### config.mk
export PLATFORM = sky130hd
export DESIGN_NAME = particle_keyframe_update
export DESIGN_NICKNAME = d
export VERILOG_FILES = /design/src/sv/pku_pkg.sv /design/src/sv/particle_keyframe_update.sv /design/src/sv/pku_div.sv
export SDC_FILE = /design/constraint.sdc
export NUM_CORES = 2
export LEC_CHECK = 0
export BUFFER_PORTS_ARGS = -buffer_cell sky130_fd_sc_hd__buf_4
export CAP_MARGIN = 15
export CORE_MARGIN = 2
export CORE_UTILIZATION = 35
export CTS_BUF_LIST = sky130_fd_sc_hd__clkbuf_4 sky130_fd_sc_hd__clkbuf_8
export DETAILED_ROUTE_END_ITERATION = 10
export GPL_ROUTABILITY_DRIVEN = 0
export SYNTH_ARGS = -nofsm -noshare
export SYNTH_HDL_FRONTEND = slang
export SYNTH_SLANG_ARGS = --single-unit
export TNS_END_PERCENT = 10
### constraint.sdc
create_clock -name clk_i -period 35.5 [get_ports clk_i]
set_clock_uncertainty 0.15 [all_clocks]
set_input_delay 7.1 -clock clk_i [delete_from_list [all_inputs] [get_ports clk_i]]
set_output_delay 7.1 -clock clk_i [all_outputs]
set_load 0.05 [all_outputs]
### src/sv/pku_pkg.sv
// Package for the particle keyframe update block: widths, opcodes, helpers.
package pku_pkg;

  localparam int KeysDefault = 4;
  localparam int CfgRegs     = 8;
  localparam int CfgIdxW     = 3;

  localparam logic OpStart   = 1'b0;
  localparam logic OpAdvance = 1'b1;

  localparam logic [CfgIdxW-1:0] RegStartMotion = 3'd0;
  localparam logic [CfgIdxW-1:0] RegAccelMotion = 3'd1;
  localparam logic [CfgIdxW-1:0] RegTiming      = 3'd2;
  localparam logic [CfgIdxW-1:0] RegColorLow    = 3'd3;
  localparam logic [CfgIdxW-1:0] RegColorHigh   = 3'd4;
  localparam logic [CfgIdxW-1:0] RegColorTimes  = 3'd5;
  localparam logic [CfgIdxW-1:0] RegSizeKeys    = 3'd6;
  localparam logic [CfgIdxW-1:0] RegSizeTimes   = 3'd7;

  // Divider request and reply between sequencer and divider
  typedef struct packed {
    logic        start;
    logic [31:0] dividend;
    logic [15:0] divisor;
  } div_req_t;

  typedef struct packed {
    logic        done;
    logic [31:0] quotient;
  } div_rsp_t;

  function automatic logic [15:0] sat16(input logic signed [17:0] v);
    logic [15:0] r;
    if (v > 18'sd32767) r = 16'h7fff;
    else if (v < -18'sd32768) r = 16'h8000;
    else r = v[15:0];
    return r;
  endfunction

endpackage

### src/sv/particle_keyframe_update.sv
// Top level of the particle keyframe update block: registers, sequencer, datapath.
// One particle, Q8.8 fixed point. A start, or an advance that finds the particle dead,
// goes from idle straight to the output state. A live advance passes through the
// 8 integration steps, the frame decision (with a divide for the sprite frame when
// enabled), tracking for colour and size (each with a divide for its blend factor
// when needed), a colour blend lane by lane and a size blend, then output. The
// sequencer shares the single 32-bit restoring divider (one quotient bit a cycle)
// and the one 18x18 multiplier, which it steps through integration and blending.
// s_axis_tready is high whenever the sequencer is idle; a finished result waits in
// the output register, and the sequencer holds in its output state only if the
// previous result is still untaken.
module particle_keyframe_update #(
  parameter int KEYS = pku_pkg::KeysDefault
) (
  input  logic        clk_i,
  input  logic        rst_ni,
  input  logic        s_axis_tvalid,
  output logic        s_axis_tready,
  input  logic [63:0] s_axis_tdata,  // delta_time, start_x, start_y, start_z
  input  logic        s_axis_tuser,  // operation
  output logic        m_axis_tvalid,
  input  logic        m_axis_tready,
  output logic [127:0] m_axis_tdata, // alive, out_x, out_y, out_z, out_angle,
                                     // out_size, out_frame, out_color, pad
  input  logic        cfg_valid_i,
  output logic        cfg_ready_o,
  input  logic [2:0]  cfg_index_i,
  input  logic [63:0] cfg_data_i
);
  import pku_pkg::*;

  // sequencer states
  localparam logic [3:0] StIdle  = 4'd0;
  localparam logic [3:0] StMul   = 4'd1;
  localparam logic [3:0] StFrDiv = 4'd2;
  localparam logic [3:0] StFrWt  = 4'd3;
  localparam logic [3:0] StTrk   = 4'd4;
  localparam logic [3:0] StDivWt = 4'd5;
  localparam logic [3:0] StBlend = 4'd6;
  localparam logic [3:0] StOut   = 4'd7;

  logic [63:0] cfg_q [CfgRegs];
  always_ff @(posedge clk_i or negedge rst_ni) begin
    if (!rst_ni) begin
      for (int i = 0; i < CfgRegs; i++) cfg_q[i] <= '0;
    end else if (cfg_valid_i) begin
      cfg_q[cfg_index_i] <= cfg_data_i;
    end
  end
  assign cfg_ready_o = 1'b1;

  logic [15:0] age_q, age_d;
  logic [15:0] vel_q [3];
  logic [15:0] pos_q [3];
  logic [15:0] avel_q, ang_q;
  logic [1:0]  cidx_q, sidx_q;
  logic        cpend_q, spend_q;
  logic [31:0] ccol_q;
  logic [15:0] csize_q;
  logic [7:0]  frame_q;
  logic        alive_q;
  logic [3:0]  st_q;
  logic [3:0]  step_q;      // multiply step / blend lane
  logic        trk_q;       // 0 colour, 1 size
  logic [15:0] dt_q;
  logic [16:0] fac_q;
  logic [1:0]  ti_q;        // tracking key index
  logic [31:0] acc_q;
  logic        ovalid_q;
  logic [127:0] odata_q;

  div_req_t div_req;
  div_rsp_t div_rsp;
  pku_div u_div (.clk_i, .rst_ni, .req_i(div_req), .rsp_o(div_rsp));

  // key helpers
  function automatic logic [2:0] kcount(input logic [2:0] n);
    return (n > 3'(KEYS)) ? 3'(KEYS) : n;
  endfunction
  logic [2:0] ccnt, scnt;
  assign ccnt = kcount(cfg_q[RegTiming][59:57]);
  assign scnt = kcount(cfg_q[RegTiming][62:60]);

  function automatic logic [31:0] kval(input logic c, input logic [1:0] k,
                                       input logic [63:0] lo, input logic [63:0] hi,
                                       input logic [63:0] sk);
    logic [63:0] w;
    w = k[1] ? hi : lo;
    if (c) return k[0] ? w[63:32] : w[31:0];
    return {16'h0, sk[16*k +: 16]};
  endfunction
  function automatic logic [15:0] ktime(input logic [1:0] k, input logic [47:0] t);
    logic [1:0] j;
    j = k - 2'd1;
    if (k == 2'd0) return 16'h0;
    return t[16*j +: 16];
  endfunction

  // shared multiplier: 18-bit signed by 18-bit signed
  logic signed [17:0] ma, mb;
  logic signed [35:0] mp;
  assign mp = ma * mb;

  logic [47:0] ktimes;
  logic [1:0]  ti1;
  logic [15:0] tl, tn;
  logic [2:0]  tcnt;
  logic [31:0] va, vb;
  assign ktimes = trk_q ? cfg_q[RegSizeTimes][47:0] : cfg_q[RegColorTimes][47:0];
  assign tcnt   = trk_q ? scnt : ccnt;
  assign ti1    = ti_q + 2'd1;
  assign tl     = ktime(ti_q, ktimes);
  assign tn     = ktime(ti1, ktimes);
  assign va = kval(!trk_q, ti_q, cfg_q[RegColorLow], cfg_q[RegColorHigh], cfg_q[RegSizeKeys]);
  assign vb = kval(!trk_q, ti1, cfg_q[RegColorLow], cfg_q[RegColorHigh], cfg_q[RegSizeKeys]);

  // blend operands for current lane
  logic [15:0] la, lb;
  always_comb begin
    if (trk_q) begin
      la = va[15:0];
      lb = vb[15:0];
    end else begin
      la = {8'h0, va[8*step_q[1:0] +: 8]};
      lb = {8'h0, vb[8*step_q[1:0] +: 8]};
    end
  end

  // step select for integration: 0..3 vel/avel by accel, 4..6 pos by vel, 7 angle
  logic [15:0] rate;
  always_comb begin
    rate = '0;
    case (step_q)
      4'd0, 4'd1, 4'd2, 4'd3: rate = cfg_q[RegAccelMotion][16*step_q[1:0] +: 16];
      4'd4: rate = vel_q[0];
      4'd5: rate = vel_q[1];
      4'd6: rate = vel_q[2];
      4'd7: rate = avel_q;
      default: rate = '0;
    endcase
  end

  always_comb begin
    ma = '0;
    mb = '0;
    if (st_q == StMul) begin
      ma = {{2{rate[15]}}, rate};
      mb = {2'b00, dt_q};
    end else if (st_q == StBlend) begin
      ma = {2'b00, lb} - {2'b00, la};
      mb = {1'b0, fac_q};
    end
  end

  // product shifted right by 8, floor; fits 26 bits signed
  logic signed [25:0] stepv;
  logic signed [17:0] sumv;
  assign stepv = mp[33:8];
  always_comb begin
    case (step_q)
      4'd0, 4'd1, 4'd2: sumv = $signed({{2{vel_q[step_q[1:0]][15]}}, vel_q[step_q[1:0]]});
      4'd3:             sumv = $signed({{2{avel_q[15]}}, avel_q});
      4'd4, 4'd5, 4'd6: sumv = $signed({{2{pos_q[step_q[1:0] - 2'd0][15]}},
                                        pos_q[step_q[1:0]]});
      default:          sumv = $signed({{2{ang_q[15]}}, ang_q});
    endcase
  end
  logic signed [26:0] fullsum;
  logic [15:0] satv;
  assign fullsum = 27'(sumv) + 27'(stepv);
  assign satv = (fullsum > 27'sd32767) ? 16'h7fff :
                (fullsum < -27'sd32768) ? 16'h8000 : fullsum[15:0];

  // blended lane = a + ((b-a)*f >> 16), floor
  logic signed [17:0] blendv;
  assign blendv = $signed({2'b00, la}) + 18'(mp[33:16]);

  logic [16:0] agesum;
  assign agesum = {1'b0, age_q} + {1'b0, s_axis_tdata[15:0]};
  assign age_d  = agesum[16] ? 16'hffff : agesum[15:0];

  logic in_fire;
  assign s_axis_tready = (st_q == StIdle);
  assign in_fire = s_axis_tvalid && s_axis_tready;

  // result register loads once the previous result has gone
  logic out_load;
  assign out_load = (st_q == StOut) && (!ovalid_q || m_axis_tready);

  logic [15:0] ft;
  logic [7:0]  fcnt;
  assign ft   = cfg_q[RegTiming][47:32];
  assign fcnt = cfg_q[RegTiming][55:48];

  // tracking decision (combinational, in StTrk)
  logic trk_dv;
  logic [16:0] span_d, elap_d;
  logic        adv;
  logic [1:0]  ni;
  always_comb begin
    adv = age_q > tn;
    ni  = adv ? ti1 : ti_q;
    span_d = {1'b0, ktime(ni + 2'd1, ktimes)} - {1'b0, ktime(ni, ktimes)};
    elap_d = {1'b0, age_q} - {1'b0, ktime(ni, ktimes)};
    trk_dv = (trk_q ? spend_q : cpend_q) && !(adv && !({1'b0, tcnt} > {2'b00, ni} + 4'd1))
             && !(span_d[16] || span_d == 17'd0) && !(elap_d[16] || elap_d == 17'd0)
             && (elap_d < span_d);
  end

  always_comb begin
    div_req = '0;
    if (st_q == StFrDiv) begin
      div_req.start    = 1'b1;
      div_req.dividend = {16'h0, age_q};
      div_req.divisor  = ft;
    end else if (st_q == StTrk && (trk_q ? spend_q : cpend_q)) begin
      div_req.start    = 1'b0;
    end
    if (st_q == StTrk && trk_dv) begin
      div_req.start    = 1'b1;
      div_req.dividend = {elap_d[15:0], 16'h0};
      div_req.divisor  = span_d[15:0];
    end
  end

  logic [31:0] outcol;
  always_ff @(posedge clk_i or negedge rst_ni) begin
    if (!rst_ni) begin
      st_q <= StIdle; step_q <= '0; trk_q <= 1'b0; ovalid_q <= 1'b0;
      age_q <= '0; avel_q <= '0; ang_q <= '0;
      for (int i = 0; i < 3; i++) begin vel_q[i] <= '0; pos_q[i] <= '0; end
      cidx_q <= '0; sidx_q <= '0; cpend_q <= 1'b0; spend_q <= 1'b0;
      ccol_q <= '0; csize_q <= '0; frame_q <= '0; alive_q <= 1'b0;
      ti_q <= '0; dt_q <= '0; fac_q <= '0; acc_q <= '0;
    end else begin
      if (out_load) ovalid_q <= 1'b1;
      else if (m_axis_tready) ovalid_q <= 1'b0;
      case (st_q)
        StIdle: begin
          if (in_fire) begin
            dt_q <= s_axis_tdata[15:0];
            if (s_axis_tuser == OpStart) begin
              age_q <= '0;
              for (int i = 0; i < 3; i++) begin
                vel_q[i] <= cfg_q[RegStartMotion][16*i +: 16];
                pos_q[i] <= s_axis_tdata[16 + 16*i +: 16];
              end
              ang_q   <= cfg_q[RegStartMotion][63:48];
              avel_q  <= cfg_q[RegTiming][31:16];
              cidx_q  <= '0; sidx_q <= '0;
              cpend_q <= ccnt > 3'd1;
              spend_q <= scnt > 3'd1;
              ccol_q  <= cfg_q[RegColorLow][31:0];
              csize_q <= cfg_q[RegSizeKeys][15:0];
              frame_q <= '0;
              alive_q <= 1'b1;
              st_q    <= StOut;
            end else begin
              age_q <= age_d;
              if (age_d > cfg_q[RegTiming][15:0]) begin
                alive_q <= 1'b0;
                st_q    <= StOut;
              end else begin
                alive_q <= 1'b1;
                step_q  <= '0;
                st_q    <= StMul;
              end
            end
          end
        end
        StMul: begin
          case (step_q)
            4'd0, 4'd1, 4'd2: vel_q[step_q[1:0]] <= satv;
            4'd3: avel_q <= satv;
            4'd4, 4'd5, 4'd6: pos_q[step_q[1:0] - 2'd0] <= satv;
            default: ang_q <= fullsum[15:0];
          endcase
          step_q <= step_q + 4'd1;
          if (step_q == 4'd7) st_q <= StFrDiv;
        end
        StFrDiv: begin
          // divider started this cycle; its result is only awaited if needed
          if (!cfg_q[RegTiming][56] || fcnt == 8'd0 || ft == 16'd0) begin
            if (cfg_q[RegTiming][56]) frame_q <= (fcnt == 8'd0) ? 8'd0 : fcnt - 8'd1;
            trk_q <= 1'b0; ti_q <= cidx_q; st_q <= StTrk;
          end else begin
            st_q <= StFrWt;
          end
        end
        StFrWt: begin
          if (div_rsp.done) begin
            frame_q <= (div_rsp.quotient >= {24'h0, fcnt}) ? fcnt - 8'd1
                                                             : div_rsp.quotient[7:0];
            trk_q <= 1'b0; ti_q <= cidx_q; st_q <= StTrk;
          end
        end
        StTrk: begin
          if (!(trk_q ? spend_q : cpend_q)) begin
            if (trk_q) st_q <= StOut;
            else begin trk_q <= 1'b1; ti_q <= sidx_q; end
          end else begin
            ti_q <= ni;
            if (trk_q) sidx_q <= ni; else cidx_q <= ni;
            if (adv && !({1'b0, tcnt} > {2'b00, ni} + 4'd1)) begin
              if (trk_q) begin spend_q <= 1'b0; csize_q <= vb[15:0]; st_q <= StOut; end
              else begin
                cpend_q <= 1'b0; ccol_q <= vb; trk_q <= 1'b1; ti_q <= sidx_q;
              end
            end else begin
              step_q <= '0;
              if (trk_dv) st_q <= StDivWt;
              else begin
                // age at or before the last key gives 0, at or past the next key gives 1.0
                fac_q <= (span_d[16] || span_d == 17'd0 ||
                          (!elap_d[16] && !(elap_d < span_d))) ? 17'h10000 : 17'h0;
                st_q <= StBlend;
              end
            end
          end
        end
        StDivWt: begin
          if (div_rsp.done) begin
            fac_q <= div_rsp.quotient[16:0];
            st_q  <= StBlend;
          end
        end
        StBlend: begin
          if (trk_q) begin
            csize_q <= blendv[15:0];
            st_q <= StOut;
          end else begin
            acc_q[8*step_q[1:0] +: 8] <= blendv[7:0];
            step_q <= step_q + 4'd1;
            if (step_q == 4'd3) begin
              ccol_q <= {blendv[7:0], acc_q[23:0]};
              trk_q <= 1'b1; ti_q <= sidx_q; st_q <= StTrk;
            end
          end
        end
        StOut: begin
          if (out_load) st_q <= StIdle;
        end
        default: st_q <= StIdle;
      endcase
    end
  end

  assign outcol = ccol_q;
  always_ff @(posedge clk_i) begin
    if (out_load)
      odata_q <= {7'h0, outcol, frame_q, csize_q, ang_q, pos_q[2], pos_q[1], pos_q[0],
                  alive_q};
  end

  assign m_axis_tvalid = ovalid_q;
  assign m_axis_tdata  = odata_q;

  ap_ready_idle: assert property (@(posedge clk_i) disable iff (!rst_ni)
    s_axis_tready |-> (st_q == StIdle)) else $error("ready outside idle");
  ap_out_once: assert property (@(posedge clk_i) disable iff (!rst_ni)
    (st_q == StOut) |=> ovalid_q) else $error("result lost");
  ap_out_hold: assert property (@(posedge clk_i) disable iff (!rst_ni)
    (m_axis_tvalid && !m_axis_tready) |=> (m_axis_tvalid && $stable(m_axis_tdata)))
    else $error("result changed while waiting");

endmodule

### src/sv/pku_div.sv
// Shared restoring divider, one quotient bit a cycle.
module pku_div (
  input  logic              clk_i,
  input  logic              rst_ni,
  input  pku_pkg::div_req_t req_i,
  output pku_pkg::div_rsp_t rsp_o
);
  import pku_pkg::*;

  logic [31:0] quo_q, quo_d;
  logic [16:0] rem_q, rem_d;
  logic [15:0] dvs_q, dvs_d;
  logic [5:0]  cnt_q, cnt_d;
  logic        busy_q, busy_d, done_q, done_d;
  logic [16:0] trial;
  logic [17:0] diff;

  always_comb begin
    quo_d  = quo_q;
    rem_d  = rem_q;
    dvs_d  = dvs_q;
    cnt_d  = cnt_q;
    busy_d = busy_q;
    done_d = 1'b0;
    trial  = {rem_q[15:0], quo_q[31]};
    diff   = {1'b0, trial} - {2'b00, dvs_q};
    if (req_i.start) begin
      quo_d  = req_i.dividend;
      rem_d  = '0;
      dvs_d  = req_i.divisor;
      cnt_d  = 6'd32;
      busy_d = 1'b1;
    end else if (busy_q) begin
      if (!diff[17]) begin
        rem_d = diff[16:0];
        quo_d = {quo_q[30:0], 1'b1};
      end else begin
        rem_d = trial;
        quo_d = {quo_q[30:0], 1'b0};
      end
      cnt_d = cnt_q - 6'd1;
      if (cnt_q == 6'd1) begin
        busy_d = 1'b0;
        done_d = 1'b1;
      end
    end
  end

  always_ff @(posedge clk_i or negedge rst_ni) begin
    if (!rst_ni) begin
      busy_q <= 1'b0;
      done_q <= 1'b0;
      cnt_q  <= '0;
    end else begin
      busy_q <= busy_d;
      done_q <= done_d;
      cnt_q  <= cnt_d;
    end
  end

  always_ff @(posedge clk_i) begin
    quo_q <= quo_d;
    rem_q <= rem_d;
    dvs_q <= dvs_d;
  end

  assign rsp_o.done     = done_q;
  assign rsp_o.quotient = quo_q;

endmodule
# Word-level counts from Yosys, hierarchy flattened
# Index checks and enable logic that the tools add are counted.
# Widths: inputs -> output; s select.
# word_totals
elab_cells,360
regBits,989
out_inout_bits,131
# op_classes
order_cmp,15
n_eq_ne,41
addsub,17
mul,1
shifts,10
reduce_logical,65
muxes,168
n_bitwise,3
# op_table
op,count
$bwmux 512,1
$mux 16,30
$mux 32,14
$mux 48,7
$demux 64 s3,1
$mux 64,3
$pmux 48 s2,2
$shiftx 64x7->16,3
$shiftx 48x7->16,3
$mux 17,7
$bwmux 48,2
$pmux 32 s3,1
$pmux 16 s5,1
$bmux 16 s2,2
$mux 4,16
$pmux 16 s2,2
$shiftx 32x6->8,2
$mux 8,7
$pmux 18 s3,1
$sub 16x16->17,3
$mux 49,1
$pmux 16 s3,1
$mux 18,2
$logic_not 17->1,2
other kinds (70),206

# Logic depth before layout (Yosys ltp)
# depth
ltp_word,21
mapped_depth,64

# By module
# From an unflattened synthesis, not the netlist that was laid out.
# hier_totals
hier_cells,5784
hier_area_um2,62590.0
# by_module_without_submodules
module,instances,area_each_um2,cells_per_inst
particle_keyframe_update,1,58780.1,5453
pku_div,1,3809.9,331

# Least setup slack after synthesis
# Ideal clock, no wire load.
# synth_path
path_type,input port to flip-flop
startpoint,input port m_axis_tready
endpoint,"register odata_q[0] (netlist: m_axis_tdata[0]), enable pin"
t_required_ps,34600
path_stages,2
path_buffers,0
setup_slack_ps,19243
arrival_ps,15357
setup_ps,750
cell_sequence,nor2b_1 -> nor3_1
# synth_via
elab_chain_cells,2
# synth_lines
item,line,text
start: declaration,particle_keyframe_update.sv:22,"input logic m_axis_tready,"
$logic_or 1x1->1,particle_keyframe_update.sv:188,assign out_load = (st_q == StOut) && (!ovalid_q || m_axis_tready);
$logic_and 1x1->1,particle_keyframe_update.sv:188,
named net out_load,particle_keyframe_update.sv:187,logic out_load;
end signal: assignment,particle_keyframe_update.sv:351,"odata_q <= {7'h0, outcol, frame_q, csize_q, ang_q, pos_q[2], pos_q[1], pos_q[0],"
end: declaration,particle_keyframe_update.sv:70,logic [127:0] odata_q;
# The timed path passes the listed nets, and every way through them passes these cells.
# A chain may end at the register's enable or synchronous reset.

# Worst setup path after layout
# layout_path
startpoint,register ti_q[0]
endpoint,register vel_q[7] (netlist bit)
# layout_via
elab_chain_cells,17
word_cells_on_any_way,24
# layout_lines
item,line,text
start: declaration,particle_keyframe_update.sv:67,logic [1:0] ti_q;
start signal: assignment,particle_keyframe_update.sv:302,ti_q <= ni;
"parallel branches: the longest is 6 deep, another holds $add 2x1->2",-,
$sub 16x16->17 *,particle_keyframe_update.sv:150,"ma = {2'b00, lb} - {2'b00, la};"
$mux 18 *,particle_keyframe_update.sv:149,end else if (st_q == StBlend) begin
$mux 18 *,particle_keyframe_update.sv:146,if (st_q == StMul) begin
$mul 18x18->34 *,particle_keyframe_update.sv:102,assign mp = ma * mb;
$add 18x26->27 *,particle_keyframe_update.sv:170,assign fullsum = 27'(sumv) + 27'(stepv);
$lt 27x16->1,particle_keyframe_update.sv:172,(fullsum < -27'sd32768) ? 16'h8000 : fullsum[15:0];
$mux 16,particle_keyframe_update.sv:172,
$mux 16 *,particle_keyframe_update.sv:171,assign satv = (fullsum > 27'sd32767) ? 16'h7fff :
$bwmux 48 *,particle_keyframe_update.sv:273,"4'd0, 4'd1, 4'd2: vel_q[step_q[1:0]] <= satv;"
$mux 48 *,particle_keyframe_update.sv:272,case (step_q)
$pmux 48 s2 *,particle_keyframe_update.sv:238,case (st_q)
end signal: indexed assignment,particle_keyframe_update.sv:245,vel_q[i] <= cfg_q[RegStartMotion][16*i +: 16];
end signal: indexed assignment,particle_keyframe_update.sv:273,
end: declaration,particle_keyframe_update.sv:53,logic [15:0] vel_q [3];
# Every way passes the cells marked *. The select of a mux whose other input is x is not followed.

==> metrics.md <==
| Metric | Value |
|---|---|
| Worst path most repeated cell | fa_1 |
| WHS Path Cells | 0 |
| Total Nets Final | ~6700 |
| # setup viols final | 0 |
| Count of final hold-check violations | 0 |
| Area of the multi-input gates | 34000 um2 |
| CP Max Fanout | 44 |
| Synth-to-Final Area Change | 13.0% |
| Fin area | approximately 70000 um2 |
| Synth Flop Type | dfrtp_1 |
| DP Wirelength | ~170 mm |
| Post-CTS setup buffer count | 0 |
| Vias in the first global route | between 40000 and 50000 |
| Die height | 423 um |
| GRT Util Overall | 0.247 |
| Final period utilization | 0.469 |
| Critical Path AT | about 17 ns |
| Crit path time final | approximately 17 ns |
| DRT Wirelength | ~220 mm |
| Routed length per instance | between 20 and 30 um |
| Worst EP required | roughly 36 ns |
| Mean post-synth cell area | between 10 and 15 um2 |
| R2R Path Start | ti_q[0]$_DFFE_PN0P_ |
| TritonCTS Sinks | 948 |
| Library cells used by synthesis | 88 |
| Hold buffer count at CTS | 0 |
| Die X | between 400 and 500 um |
| TritonCTS Buffers | 160 |
| Max-cap violations | 0 |
| Ports | approximately 270 |
| Initial antenna violation count | 30 |
| Post-layout worst setup margin | between 15 and 20 ns |
| Max Clock Freq | about 60 MHz |
| Area post-placement | between 60000 and 70000 um2 |
| Sequential area share after synthesis | 0.398 |
| Share of cells above drive strength 1 | 0.221 |
| Status | finished, final reports clean |
| Core area | between 150000 and 200000 um2 |
| Post-route ant nets | 0 |
| Setup_tns | 0 ns |
| FF+latch count, synth | 948 |
| # fillers | around 17000 |
| Worst-path clk slew | 0.06 ns |
| Rows | ~150 |
| CTS H-tree depth | 4 |
| DR iter-0 viols | 5807 |
| CTS root buf | clkbuf_8 |
| Hold path start | ccol_q[18]$_DFFE_PN0P_ |
| Post-synth EDFFs | 169 |
| R2R setup slack | between 15 and 20 ns |
| Total gr overflow | 0 |
| R2r endpoint | vel_q[7]$_DFFE_PN0P_ |
| RSZ-0062 raised after global routing | false |
| Gate Count Post-Synth | 5780 |
| Yosys Warn Count | 0 |
| Die ar. | approximately 180000 um2 |
| R2R cell count | 56 |
| Max Root-Sink Buffers | 3 |
| Setup WS pre-CTS | between 15 and 20 ns |
| Mapped Area | approximately 62000 um2 |
| Worst-skew pair later-pin latency | a little over 0.9 ns |
| Hold WC Path Type | reg2reg |
| Starting Density | 0.353 |
| Resized cells post-CTS | 0 |
| Via count | roughly 49000 |
| Slew margin rel. | 0.177 |
| Sequential cell area | roughly 25000 um2 |
| Global-route wire length before repair | ~330 mm |
| Largest net degree at the start of global routing | 172 |
| Critical Path Max Stage Delay | between 0.9 and 1 ns |
| Hold EP | m_axis_tdata[107]$_DFFE_PP_ |
| IO Port Bufs | between 200 and 300 |
| CTS tree | built |
| Critical path class | reg2reg |
| Drt pass-1 iters | 6 |
| Slowest cell on the critical path | ha_4 |
| Async S/R FF share, synth | 0.805 |
| Slew @ Worst Pin | roughly 1.2 ns |
| Min Hold Slack | 0.267 ns |
| Via density | about 5.7 |
| Critical Path Source Type | flip-flop |
| CP endpoint kind | flip-flop |
| Max-slew violations | 0 |
| Number of remaining DRC errors | 0 |
-- layer usage --
layer	share of wire	vias to the layer above	global-route usage
li1	-	20900	-
met1	0.39	24600	0.323
met2	0.45	2487	0.385
met3	0.097	531	0.0596
met4	0.054	18	0.120
met5	0.00055	-	0
-- area by class of cell --
cell class,count,area share
Antenna cell,6,0.000216
Clock buffer,246,0.0433
Clock inverter,43,0.00502
Inverter,526,0.0284
Multi-Input combinational cell,4004,0.489
Sequential cell,948,0.352
Tap cell,2325,0.0418
Timing Repair Buffer,371,0.0406
-- registers in the layout (all words and copies together), names as in the netlist, 17 cells and up --
name	count
pos_q	48
fac_q	17
cfg_q	479
m_axis_tdata	121
u_div.quo_q	32
acc_q	24
ccol_q	32
vel_q	48
-- critical path, delay by kind of cell (launching register included) --
family	cells	cell delay, ns
and+or+nand+nor	11	2.64
buffers and inverters	6	0.56
muxes	2	1.04
adders and majority gates	11	5.29
DFF	1	0.70
AOI/OAI and AO/OA	26	5.93
-- cells by family after synthesis --
| family | Yosys count | synth area share |
|---|---|---|
| and+or+nand+nor | 1383 | 0.102 |
| muxes | 749 | 0.156 |
| other | 2 | 0.000122 |
| DFF | 948 | 0.398 |
| adders and majority gates | 573 | 0.152 |
| xor gates and xnor gates | 119 | 0.0169 |
| buffers and inverters | 835 | 0.0524 |
| AOI/OAI and AO/OA | 1171 | 0.122 |
-- Yosys cell counts, drive strengths merged, types with 13 or more instances --
cell type / instances / area, um2
dfrtp: 763 / 19100
o31ai: 28 / 224
a221oi: 29 / 254
nor2: 394 / 1480
a21o: 60 / 450
mux2: 487 / 5480
inv: 525 / 1970
buf: 56 / 302
a32o: 13 / 130
xor2: 34 / 298
mux2i: 142 / 1420
a211oi: 31 / 233
nand4: 25 / 156
nand2: 523 / 1960
nor2b: 33 / 206
o21ai: 263 / 1320
a221o: 17 / 170
a22oi: 64 / 480
mux4: 120 / 2700
o211ai: 21 / 158
nand3: 38 / 190
and2: 41 / 257
or2: 52 / 328
dfxtp: 16 / 320
fa: 296 / 5930
nor3: 90 / 490
clkbuf: 253 / 950
and3: 22 / 138
a21oi: 286 / 1430
o21a: 41 / 308
o22ai: 126 / 788
a31oi: 47 / 294
xnor2: 85 / 744
ha: 275 / 3440
or3: 37 / 231
edfxtp: 169 / 5070
nor4: 19 / 119
nand2b: 82 / 513
a22o: 26 / 228
a21boi: 25 / 188
-- through the flow --
step | util | instances
finish | 0.399 | 8469
global route | 0.399 | 8465
CTS | 0.399 | 8460
detailed placement | 0.379 | 8171
global placement | 0.379 | 8171
floorplan | - | 5787
-- cell usage in the layout (no fill, tap or decap), types with 29 or more instances in the layout --
| cell | count |
|---|---|
| clkbuf_4 | 60 |
| clkbuf_8 | 186 |
| o21ai_0 | 239 |
| nor2b_1 | 33 |
| nor2_1 | 393 |
| a221oi_1 | 29 |
| mux4_2 | 120 |
| nand3_1 | 38 |
| or3_1 | 37 |
| mux2i_1 | 141 |
| mux2_2 | 486 |
| nand2b_1 | 81 |
| dfrtp_1 | 758 |
| a211oi_1 | 31 |
| ha_1 | 274 |
| inv_1 | 524 |
| fa_1 | 296 |
| a31oi_1 | 46 |
| xor2_1 | 34 |
| buf_4 | 367 |
| or2_2 | 51 |
| nand2_1 | 522 |
| xnor2_1 | 85 |
| nor3_1 | 75 |
| a21o_1 | 60 |
| edfxtp_1 | 169 |
| o22ai_1 | 126 |
| o21a_1 | 41 |
| a22oi_1 | 64 |
| a21oi_1 | 286 |
| and2_1 | 41 |
-- worst max path at each step --
stage,start,to,slack [ns],cells past startpoint
after floorplan,m_axis_tready,m_axis_tdata[0]$_DFFE_PP_,19.24,2
after global placement,ti_q[0]$_DFFE_PN0P_,pos_q[1]$_DFFE_PN0P_,19.24,51
after detailed placement,ti_q[0]$_DFFE_PN0P_,vel_q[2]$_DFFE_PN0P_,19.10,56
after CTS,ti_q[0]$_DFFE_PN0P_,vel_q[7]$_DFFE_PN0P_,19.05,56
after global routing,ti_q[0]$_DFFE_PN0P_,pos_q[0]$_DFFE_PN0P_,17.93,55
final,ti_q[0]$_DFFE_PN0P_,vel_q[7]$_DFFE_PN0P_,18.87,56
Power is left out: the tool's default activity adds up to more than one toggle a clock period on the data nets, which glitch-free logic cannot reach.
